**config.mk**
```make
export PLATFORM = sky130hd
export DESIGN_NAME = lin_frame_receiver
export DESIGN_NICKNAME = d
export VERILOG_FILES = /design/src/sv/lfr_pkg.sv /design/src/sv/lin_frame_receiver.sv
export SDC_FILE = /design/constraint.sdc
export NUM_CORES = 1
export LEC_CHECK = 0
export BUFFER_PORTS_ARGS = -buffer_cell sky130_fd_sc_hd__buf_2
export CORE_MARGIN = 4
export CORE_UTILIZATION = 47
export DETAILED_ROUTE_END_ITERATION = 10
export PLACE_DENSITY = 0.66
export SLEW_MARGIN = 25
export SYNTH_ARGS = -nofsm -noshare
export SYNTH_HDL_FRONTEND = slang
export SYNTH_SLANG_ARGS = --single-unit
```
**constraint.sdc**
```tcl
create_clock -name clk -period 7.2 [get_ports clk]
set_clock_uncertainty 0.2 [all_clocks]
set_input_delay 1.08 -clock clk [delete_from_list [all_inputs] [get_ports clk]]
set_output_delay 1.08 -clock clk [all_outputs]
set_load 0.01 [all_outputs]
```
**src/sv/lfr_pkg.sv**
```systemverilog
// Shared constants and types for the LIN frame receiver.
`default_nettype none

package lfr_pkg;

	localparam int BUFFER_BYTES = 9;
	localparam int DATA_BYTES   = 8;
	localparam int DATA_W       = 64;
	localparam int CNT_W        = 4;
	localparam int TICK_W       = 32;
	localparam int TMO_W        = 16;
	localparam int ID_W         = 6;

	localparam logic [CNT_W-1:0] MAX_DATA      = CNT_W'(DATA_BYTES);
	localparam logic [7:0]       BREAK_BYTE    = 8'h00;
	localparam logic [7:0]       SYNC_BYTE     = 8'h55;
	localparam logic [TMO_W-1:0] TIMEOUT_RESET = 16'd10;

	localparam logic OP_BYTE    = 1'b0;
	localparam logic OP_TIMEOUT = 1'b1;

	typedef enum logic [3:0] {
		PH_BREAK = 4'b0001,
		PH_SYNC  = 4'b0010,
		PH_PID   = 4'b0100,
		PH_DATA  = 4'b1000
	} phase_t;

	typedef enum logic [2:0] {
		ST_IDLE = 3'b001,
		ST_SUM  = 3'b010,
		ST_DONE = 3'b100
	} seq_t;

endpackage

`default_nettype wire

```
**src/sv/lin_frame_receiver.sv**
```systemverilog
// LIN frame receiver: header tracking, data collection and serial checksum test.
`default_nettype none

// Takes one word per received UART byte or timeout check and returns exactly one
// result word for each. in_ready is high only while the sequencer is idle. Most
// words go from acceptance straight to the done state, which loads the result
// into the output register. A word that closes a checksum point (3, 5 or 9
// collected bytes, or a due timeout with 3 to 8 bytes) walks the buffered data
// bytes through the single end-around-carry adder, one byte a cycle, and then
// compares once per pass: classic pass first, enhanced pass only on a miss.
// The result sits in an output register, so the next word is taken while it waits.
module lin_frame_receiver (
	input  wire                           clk,
	input  wire                           arst_n,
	input  wire                           in_valid,
	output logic                          in_ready,
	input  wire                           opcode,
	input  wire  [7:0]                    rx_byte,
	input  wire  [lfr_pkg::TICK_W-1:0]    now_ticks,
	input  wire  [lfr_pkg::TICK_W-1:0]    now_us,
	output logic                          out_valid,
	input  wire                           out_ready,
	output logic                          accepted,
	output logic                          frame_ready,
	output logic [lfr_pkg::ID_W-1:0]      frame_id,
	output logic [lfr_pkg::CNT_W-1:0]     data_count,
	output logic [lfr_pkg::DATA_W-1:0]    frame_data,
	output logic                          enhanced_checksum,
	output logic [lfr_pkg::TICK_W-1:0]    frame_stamp,
	input  wire                           cfg_valid,
	output logic                          cfg_ready,
	input  wire  [lfr_pkg::TMO_W-1:0]     cfg_data
);
	import lfr_pkg::*;

	function automatic logic pid_ok(input logic [7:0] p);
		logic [5:0] id;
		logic       p0;
		logic       p1;
		id = p[5:0];
		p0 = id[0] ^ id[1] ^ id[2] ^ id[4];
		p1 = ~(id[1] ^ id[3] ^ id[4] ^ id[5]);
		return (p[6] == p0) && (p[7] == p1);
	endfunction

	// ones' complement style add: carry out wraps back in
	function automatic logic [7:0] eac_add(input logic [7:0] a, input logic [7:0] b);
		logic [8:0] s;
		s = {1'b0, a} + {1'b0, b};
		return s[8] ? (s[7:0] + 8'd1) : s[7:0];
	endfunction

	function automatic logic [DATA_W-1:0] mask_bytes(input logic [DATA_W-1:0] d,
		input logic [CNT_W-1:0] n);
		logic [DATA_W-1:0] m;
		m = '0;
		for (int i = 0; i < DATA_BYTES; i++) begin
			if (CNT_W'(i) < n)
				m[i*8 +: 8] = d[i*8 +: 8];
		end
		return m;
	endfunction

	seq_t              seq_q;
	phase_t            phase_q;
	logic [7:0]        pid_q;
	logic [CNT_W-1:0]  count_q;
	logic [DATA_W-1:0] data_q;
	logic [7:0]        last_q;
	logic [TICK_W-1:0] start_q;
	logic [TICK_W-1:0] last_time_q;
	logic [TMO_W-1:0]  timeout_q;

	logic [7:0]        sum_q;
	logic [CNT_W-1:0]  idx_q;
	logic [CNT_W-1:0]  len_q;
	logic [7:0]        ck_q;
	logic              pass_q;

	logic              res_acc_q;
	logic              res_ready_q;
	logic [ID_W-1:0]   res_id_q;
	logic [CNT_W-1:0]  res_cnt_q;
	logic [DATA_W-1:0] res_data_q;
	logic              res_enh_q;
	logic [TICK_W-1:0] res_stamp_q;

	logic              out_valid_q;
	logic              o_acc_q;
	logic              o_ready_q;
	logic [ID_W-1:0]   o_id_q;
	logic [CNT_W-1:0]  o_cnt_q;
	logic [DATA_W-1:0] o_data_q;
	logic              o_enh_q;
	logic [TICK_W-1:0] o_stamp_q;

	logic [TICK_W-1:0] elapsed;
	logic              due;
	logic [CNT_W-1:0]  count_nxt;
	logic [7:0]        sum_byte;

	assign elapsed   = now_ticks - last_time_q;
	assign due       = elapsed >= {{(TICK_W-TMO_W){1'b0}}, timeout_q};
	assign count_nxt = count_q + CNT_W'(1);
	assign sum_byte  = data_q[{idx_q[2:0], 3'b000} +: 8];

	assign in_ready          = (seq_q == ST_IDLE);
	assign cfg_ready         = 1'b1;
	assign out_valid         = out_valid_q;
	assign accepted          = o_acc_q;
	assign frame_ready       = o_ready_q;
	assign frame_id          = o_id_q;
	assign data_count        = o_cnt_q;
	assign frame_data        = o_data_q;
	assign enhanced_checksum = o_enh_q;
	assign frame_stamp       = o_stamp_q;

	always_ff @(posedge clk or negedge arst_n) begin
		if (!arst_n) begin
			seq_q       <= ST_IDLE;
			phase_q     <= PH_BREAK;
			pid_q       <= '0;
			count_q     <= '0;
			start_q     <= '0;
			last_time_q <= '0;
			timeout_q   <= TIMEOUT_RESET;
			out_valid_q <= 1'b0;
		end else begin
			if (cfg_valid)
				timeout_q <= cfg_data;
			if (out_valid_q && out_ready)
				out_valid_q <= 1'b0;

			case (seq_q)
				ST_IDLE: begin
					if (in_valid) begin
						seq_q       <= ST_DONE;
						res_acc_q   <= 1'b0;
						res_ready_q <= 1'b0;
						res_id_q    <= '0;
						res_cnt_q   <= '0;
						res_data_q  <= '0;
						res_enh_q   <= 1'b0;
						res_stamp_q <= '0;
						pass_q      <= 1'b0;
						sum_q       <= '0;
						idx_q       <= '0;
						if (opcode == OP_BYTE) begin
							last_time_q <= now_ticks;
							case (phase_q)
								PH_BREAK: begin
									if (rx_byte == BREAK_BYTE) begin
										phase_q   <= PH_SYNC;
										start_q   <= now_us;
										res_acc_q <= 1'b1;
									end
								end
								PH_SYNC: begin
									if (rx_byte == SYNC_BYTE) begin
										phase_q   <= PH_PID;
										res_acc_q <= 1'b1;
									end else begin
										phase_q <= PH_BREAK;
									end
								end
								PH_PID: begin
									if (pid_ok(rx_byte)) begin
										pid_q     <= rx_byte;
										count_q   <= '0;
										phase_q   <= PH_DATA;
										res_acc_q <= 1'b1;
									end else begin
										phase_q <= PH_BREAK;
									end
								end
								PH_DATA: begin
									if (count_q != '0 && last_q == BREAK_BYTE &&
										rx_byte == SYNC_BYTE) begin
										// new header inside the data: close as header only
										res_acc_q   <= 1'b1;
										res_ready_q <= 1'b1;
										res_id_q    <= pid_q[ID_W-1:0];
										res_stamp_q <= start_q;
										phase_q     <= PH_PID;
										count_q     <= '0;
										start_q     <= now_us;
									end else begin
										if (count_q < MAX_DATA)
											data_q[{count_q[2:0], 3'b000} +: 8] <= rx_byte;
										last_q    <= rx_byte;
										count_q   <= count_nxt;
										res_acc_q <= 1'b1;
										if (count_nxt inside {4'd3, 4'd5,
											CNT_W'(BUFFER_BYTES)}) begin
											len_q <= count_nxt - CNT_W'(1);
											ck_q  <= rx_byte;
											seq_q <= ST_SUM;
										end
									end
								end
								default: phase_q <= PH_BREAK;
							endcase
						end else if (phase_q != PH_BREAK && due) begin
							phase_q   <= PH_BREAK;
							res_acc_q <= 1'b1;
							if (phase_q == PH_DATA) begin
								if (count_q == '0) begin
									res_ready_q <= 1'b1;
									res_id_q    <= pid_q[ID_W-1:0];
									res_stamp_q <= start_q;
								end else if (count_q >= CNT_W'(3)) begin
									len_q <= count_q - CNT_W'(1);
									ck_q  <= last_q;
									seq_q <= ST_SUM;
								end
							end
						end
					end
				end
				ST_SUM: begin
					if (idx_q < len_q) begin
						sum_q <= eac_add(sum_q, sum_byte);
						idx_q <= idx_q + CNT_W'(1);
					end else if (~sum_q == ck_q) begin
						res_ready_q <= 1'b1;
						res_id_q    <= pid_q[ID_W-1:0];
						res_cnt_q   <= len_q;
						res_data_q  <= mask_bytes(data_q, len_q);
						res_enh_q   <= pass_q;
						res_stamp_q <= start_q;
						phase_q     <= PH_BREAK;
						seq_q       <= ST_DONE;
					end else if (!pass_q) begin
						// classic missed: rerun seeded with the PID
						pass_q <= 1'b1;
						sum_q  <= pid_q;
						idx_q  <= '0;
					end else begin
						// full buffer and no match drops the frame; a timeout already left
						if (phase_q == PH_DATA && len_q == MAX_DATA) begin
							phase_q   <= PH_BREAK;
							res_acc_q <= 1'b0;
						end
						seq_q <= ST_DONE;
					end
				end
				ST_DONE: begin
					if (!out_valid_q || out_ready) begin
						out_valid_q <= 1'b1;
						o_acc_q     <= res_acc_q;
						o_ready_q   <= res_ready_q;
						o_id_q      <= res_id_q;
						o_cnt_q     <= res_cnt_q;
						o_data_q    <= res_data_q;
						o_enh_q     <= res_enh_q;
						o_stamp_q   <= res_stamp_q;
						seq_q       <= ST_IDLE;
					end
				end
				default: seq_q <= ST_IDLE;
			endcase
		end
	end

endmodule

`default_nettype wire

```
# Word level (Yosys, flattened, before mapping)
# Index checks and enable logic that the tools add are counted.
dict set report totals {
  output_inout_bits 112
  word_cells 260
  input_bits 94
  reg_bits 415
}
dict set report op_classes {
  reduce_logical 32
  n_addsub 8
  n_mux 128
  n_eq_ne 38
  magnitude_cmp 12
  bitwise 10
  shift 3
}
# cell count
set op_table {}
lappend op_table {{two-way mux 32 bit} 11}
lappend op_table {{two-way mux 64 bit} 3}
lappend op_table {{two-way mux 8 bit} 21}
lappend op_table {{one-hot mux 32 bit (2 select lines)} 2}
lappend op_table {{one-hot mux 64 bit (2 select lines)} 1}
lappend op_table {{two-way mux 4 bit} 26}
lappend op_table {{bitwise mux 64 bit} 1}
lappend op_table {{variable shift 8 x 8 -> 64 bit (first input constant)} 1}
lappend op_table {{indexed part select 64 x 7 -> 8 bit} 1}
lappend op_table {{indexed part select 8 x 8 -> 64 bit} 1}
lappend op_table {{two-way mux 6 bit} 9}
lappend op_table {{two-way mux 3 bit} 14}
lappend op_table {{greater-or-equal comparator 32 x 16 -> 1 bit} 1}
lappend op_table {{one-hot mux 4 bit (2 select lines)} 4}
lappend op_table {{subtractor 32 bit} 1}
lappend op_table {{two-way mux 1 bit} 27}
lappend op_table {{AND reduction 5 bit} 5}
lappend op_table {{inequality test 2 bit (second input constant)} 11}
lappend op_table {{inequality test 3 bit (second input constant)} 6}
lappend op_table {{logical NOT 8 bit} 2}
lappend op_table {{less-than comparator 3 x 4 -> 1 bit (first input constant)} 4}
lappend op_table {{one-hot mux 4 bit (4 select lines)} 1}
lappend op_table {{one-hot mux 8 bit (2 select lines)} 1}
lappend op_table {{AND reduction 7 bit} 2}
lappend op_table {{43 further kinds} 75}

# Logic depth before layout (Yosys ltp)
dict set report logic_depth {
  depth_word 11
  ltp_mapped 22
  ltp_nobuf 20
}

# Worst setup path after synthesis
# OpenSTA, ideal clock, no wires.
dict set report synth_path {
  path_kind {input to register}
  start {input port now_ticks[0] (netlist bit)}
  end {register ck_q[0], enable pin}
  setup_slack_ns 1.165
  required_ns 6.600
  setup_ns 0.400
  arrival_ns 5.435
  path_buffers 0
  cell_stages 19
  cell_sequence {inv_1 > ha_1 > fa_1 > nor2b_1 > o2111a_1 > o21a_1 > o21ai_1 > nand2_1 > xor2_1 > ha_1 > nand4_1 > a21oi_1 > a2111oi_2 > nand4_1 > a2111oi_1 > nand4_1 > nor4_1 > o21ai_0 > a211oi_1}
}
dict set report synth_between {
  elab_chain_cells 5
  elab_cells_between_ends 6
  classes_between {add/sub (1); order compare (1); eq/ne (2); reduce/logical (2)}
}
# item line
set synth_lines {}
lappend synth_lines {{from (decl)} lin_frame_receiver.sv:19} ;# input wire [lfr_pkg::TICK_W-1:0] now_ticks,
lappend synth_lines {{subtractor 32 bit (*)} lin_frame_receiver.sv:102} ;# assign elapsed = now_ticks - last_time_q;
lappend synth_lines {{greater-or-equal comparator 32 x 16 -> 1 bit (*)} lin_frame_receiver.sv:103} ;# assign due = elapsed >= {{(TICK_W-TMO_W){1'b0}}, timeout_q};
lappend synth_lines {{logical AND 1 bit (*)} lin_frame_receiver.sv:203} ;# end else if (phase_q != PH_BREAK && due) begin
lappend synth_lines {{inequality test 2 x 1 -> 1 bit (no line)} n/a}
lappend synth_lines {{AND reduction 10 bit (no line) (*)} n/a}
lappend synth_lines {{to (signal assigned)} lin_frame_receiver.sv:196} ;# ck_q <= rx_byte;
lappend synth_lines {{to (signal assigned)} lin_frame_receiver.sv:213} ;# ck_q <= last_q;
lappend synth_lines {{to (decl)} lin_frame_receiver.sv:77} ;# logic [7:0] ck_q;
# Mark *: on every way between the ends. The rest lies on a longest branch, timed or not.
# A chain may end at the register's enable or synchronous reset.

# Final worst setup path
dict set report layout_path {
  start {input port now_ticks[4] (netlist bit)}
  end {register res_id_q[2] (data pin)}
}
dict set report layout_between {
  elab_chain_cells 7
}
# item line
set layout_lines {}
lappend layout_lines {{subtractor 32 bit} lin_frame_receiver.sv:102}
lappend layout_lines {{greater-or-equal comparator 32 x 16 -> 1 bit} lin_frame_receiver.sv:103}
lappend layout_lines {{logical AND 1 bit} lin_frame_receiver.sv:203}
lappend layout_lines {{two-way mux 6 bit} lin_frame_receiver.sv:203}
lappend layout_lines {{two-way mux 6 bit} lin_frame_receiver.sv:148} ;# if (opcode == OP_BYTE) begin
lappend layout_lines {{two-way mux 6 bit} lin_frame_receiver.sv:136} ;# if (in_valid) begin
lappend layout_lines {{one-hot mux 6 bit (2 select lines)} lin_frame_receiver.sv:134} ;# case (seq_q)
lappend layout_lines {{to (signal assigned)} lin_frame_receiver.sv:182} ;# res_id_q <= pid_q[ID_W-1:0];
lappend layout_lines {{to (signal assigned)} lin_frame_receiver.sv:209} ;# res_id_q <= pid_q[ID_W-1:0];
lappend layout_lines {{to (signal assigned)} lin_frame_receiver.sv:226} ;# res_id_q <= pid_q[ID_W-1:0];
lappend layout_lines {{to (decl)} lin_frame_receiver.sv:82} ;# logic [ID_W-1:0] res_id_q;
# No other way between the ends. The select of a mux whose other input is x is not followed.

==> results.yml <==
run_status:
  status: "completed"
cells_and_area:
  fillCellCount: 3370
  drive_gt1_frac: 0.221
  fin_nets: 1854
  multi_input_area_sq_um: 6580
  regArea_sq_um: 12000
  synthToLayoutAreaGrowth_pct: 15.5
  fin_cells: 2251
synthesis:
  synth-warning-count: 0
  synth.most_common_cell: "edfxtp_1"
  syn-num-nets: 1659
  synth_area_sq_um: 19100
  synth_cell_type_count: 78
  synth.mux.area_fraction: 0.0573
  syn_area_per_cell_sq_um: 12.8
  yosysTopAreaCell: "edfxtp_1"
  yosysTopAreaCellShare: 0.495
  synth-compound-area-share: 0.0983
  synthSimpleGateAreaFrac: 0.116
  synthTopCellsByCount: "edfxtp_1, nand2_1, nor2_1"
  synthAdderAreaFrac: 0.0473
  synth_top_family_by_area: "simple AND/OR/NAND/NOR gates"
  synthTopCellsByArea: "edfxtp_1, dfrtp_1, ha_1"
  synth-xor-area-share: 0.0238
  synthCells: 1494
  synth_seq_cells: 415
  yosysSeqAreaShare: 0.626
  yosys_most_used_dff: "edfxtp_1"
  async_flop_share: 0.241
  synth-edff-count: 315
critical_path:
  cp_slowest_stage_delay_ns: 0.60
  r2r_slack_ns: 1.60
  cp_common_cell: "nand4_1"
  critPathArrivalTime_ns: 5.93
  cp.required_ns: 7.27
  r2r_start: "last_time_q[6]"
  crit_start: "now_ticks[4]"
  crit_path_top_delay_cell: "or4_4"
  crit_path_end_kind: "register"
  rr_worst_depth: 19
  crit_chain: "buf_2 > ha_1 > a21o_1 > a21o_1 > o21a_1 > o21ai_1 > nand2_1 > xor2_1 > ha_1 > nand4_1 > a21oi_1 > a2111oi_2 > nand4_1 > a2111oi_1 > nand4_1 > or4_4 > a41oi_2 > buf_4 > a21boi_0"
  cp_max_fo: 39
  worstSetupEndpoint: "res_id_q[2]"
  setup.worst_path.class: "primary input to register"
  startpoint_type: "primary input"
  rr_endpoint: "res_id_q[2]"
clock_tree:
  root_buffer: "clkbuf_16"
  path_clk_slew_ns: 0.06
  postCtsSetupRepairBufs: 0
  cts_tree: "yes"
  post_cts_resized: 0
  cts_buffer_depth: 3
  cts.sinks: 415
  insertion_delay_ns: 0.57
  cts_hold_buf: 0
  htreeDepth: 2
  cts_buffers: 44
die:
  coreArea_sq_um: 40000
  die_h_um: 210
  floorplan.initialDensity: 0.478
  rows: 73
  io_pins: 206
  die_width_um: 210
  dieArea_sq_um: 44000
grt:
  track_usage: 0.194
  grt_pass1_wl_mm: 67.5
  grt_antenna_before_repair: 5
  grt_max_degree: 80
  grt_pass1_vias: 12300
  globalRouteOverflowTotal: 0
place:
  dpl.hpwl_mm: 30.9
  placedCellCount: 2168
  pre_cts_slack_ns: 0.834
  gp_congestion: 0.903
  port_buffers: 204
drt:
  wirelength_mm: 43.4
  drt_iter0_markers: 760
  antenna_left: 0
  via_per_inst: 5.44
  drt_pass1_iterations: 5
  wl_per_cell_um: 19.3
  route.detailed.drc: 0
  num_vias: 12200
pwr:
  power_density_nw_per_um2: 276
  total_leakage_power_nw: 8.51
  ir_drop_mv: 0.235
timing:
  rsz0062_at_grt: "false"
  setup_ws_ns: 1.34
  max_slew_margin: 0.301
  slew_viol_final: 0
  fin_crit_sh: 0.814
  finalSetupViolations: 0
  hold_violations: 0
  fin_setup_tns_ns: 0
  min_period_ns: 5.86
  holdWs_ns: 0.212
  fmax_mhz: 171
  tightest_slew_ns: 1.04
flow_run:
  maxCapViolations: 0
min_path:
  hp-class: "register to register"
report_power, final:
part	switching (W)	leakage (nW)	internal [W]	total (W)
logic	0.000654	3.66	0.000418	0.00107
clock network	0.000936	0.717	0.00135	0.00229
registers	0.0000440	4.14	0.00269	0.00273
layout make-up:
cell class | count | share of cell area
antenna | 3 | 0.000340
sequential | 415 | 0.542
tap | 525 | 0.0297
clock inverter | 21 | 0.0114
inverter | 72 | 0.0122
multi-input combinational | 939 | 0.298
clock buffer | 59 | 0.0556
timing repair buffer | 217 | 0.0508
per-layer routing:
metal / routed length [um] / track usage / share of wire
met1: 18300 / 0.253 / 0.42
met2: 21500 / 0.328 / 0.50
met3: 2300 / 0.0344 / 0.053
met4: 1300 / 0.0684 / 0.030
met5: 13 / 0 / 0.00030
metrics by stage:
stage / power (W) / util / cell area (sq um)
after global placement: 0.00382 / 0.515 / 20600
final: 0.00609 / 0.552 / 22100
after global routing: 0.00639 / 0.552 / 22100
after detailed placement: 0.00384 / 0.515 / 20600
after CTS: 0.00615 / 0.552 / 22100
after floorplan: 0.00357 / - / 19100
layout by cell type (no fill, tap or decap), drive strengths merged, types with 8 or more instances in the layout:
| cell type | n |
|---|---|
| xor2 | 26 |
| clkinv | 12 |
| dfrtp | 96 |
| and3 | 26 |
| nor3 | 22 |
| nand3 | 22 |
| edfxtp | 315 |
| o21ai | 86 |
| o21a | 10 |
| nor4 | 15 |
| ha | 69 |
| a21oi | 55 |
| a21o | 16 |
| xnor2 | 26 |
| nand2 | 120 |
| clkbuf | 59 |
| nor2 | 99 |
| mux4 | 16 |
| o31ai | 8 |
| a31oi | 10 |
| buf | 217 |
| a21boi | 41 |
| and2 | 52 |
| inv | 75 |
| mux2 | 59 |
| nor2b | 47 |
| a211oi | 10 |
| nand4 | 19 |
critical path, delay by kind of cell:
kind / cells / cell delay (ns)
compound gates: 9 / 2.29
simple gates: 5 / 1.20
fa+ha+maj: 2 / 0.65
buf+inv: 2 / 0.49
xor+xnor: 1 / 0.18
worst min-delay path by stage:
| stage | endpoint | cells after the start | start |
|---|---|---|---|
| 3_5_place_dp | frame_data[11] | 0 | res_data_q[11] |
| 3_3_place_gp | frame_stamp[13] | 0 | res_stamp_q[13] |
| 4_1_cts | frame_stamp[7] | 0 | res_stamp_q[7] |
| 2_1_floorplan | accepted | 0 | res_acc_q |
| 5_1_grt | frame_data[12] | 0 | res_data_q[12] |
| 6_report | frame_stamp[7] | 0 | res_stamp_q[7] |
flip-flops by register name (all words and copies together) (netlist names), 3 cells and up:
signal / cells
idx_q: 4
phase_q: 4
len_q: 4
last_q: 8
timeout_q: 16
frame_stamp: 32
res_stamp_q: 32
ck_q: 8
data_q: 64
frame_id: 6
sum_q: 8
data_count: 4
count_q: 4
res_data_q: 64
res_id_q: 6
res_cnt_q: 4
pid_q: 8
seq_q: 3
last_time_q: 32
start_q: 32
frame_data: 64
cell families after synthesis:
| family | after synthesis |
|---|---|
| other | 1 |
| AND/OR/NAND/NOR | 448 |
| flip-flops | 415 |
| AO/OA/AOI/OAI | 285 |
| adder cells (fa/ha/maj) | 71 |
| multiplexers | 82 |
| XOR/XNOR | 52 |
| buffers and inverters | 140 |
(Power assumes the default switching activity.)
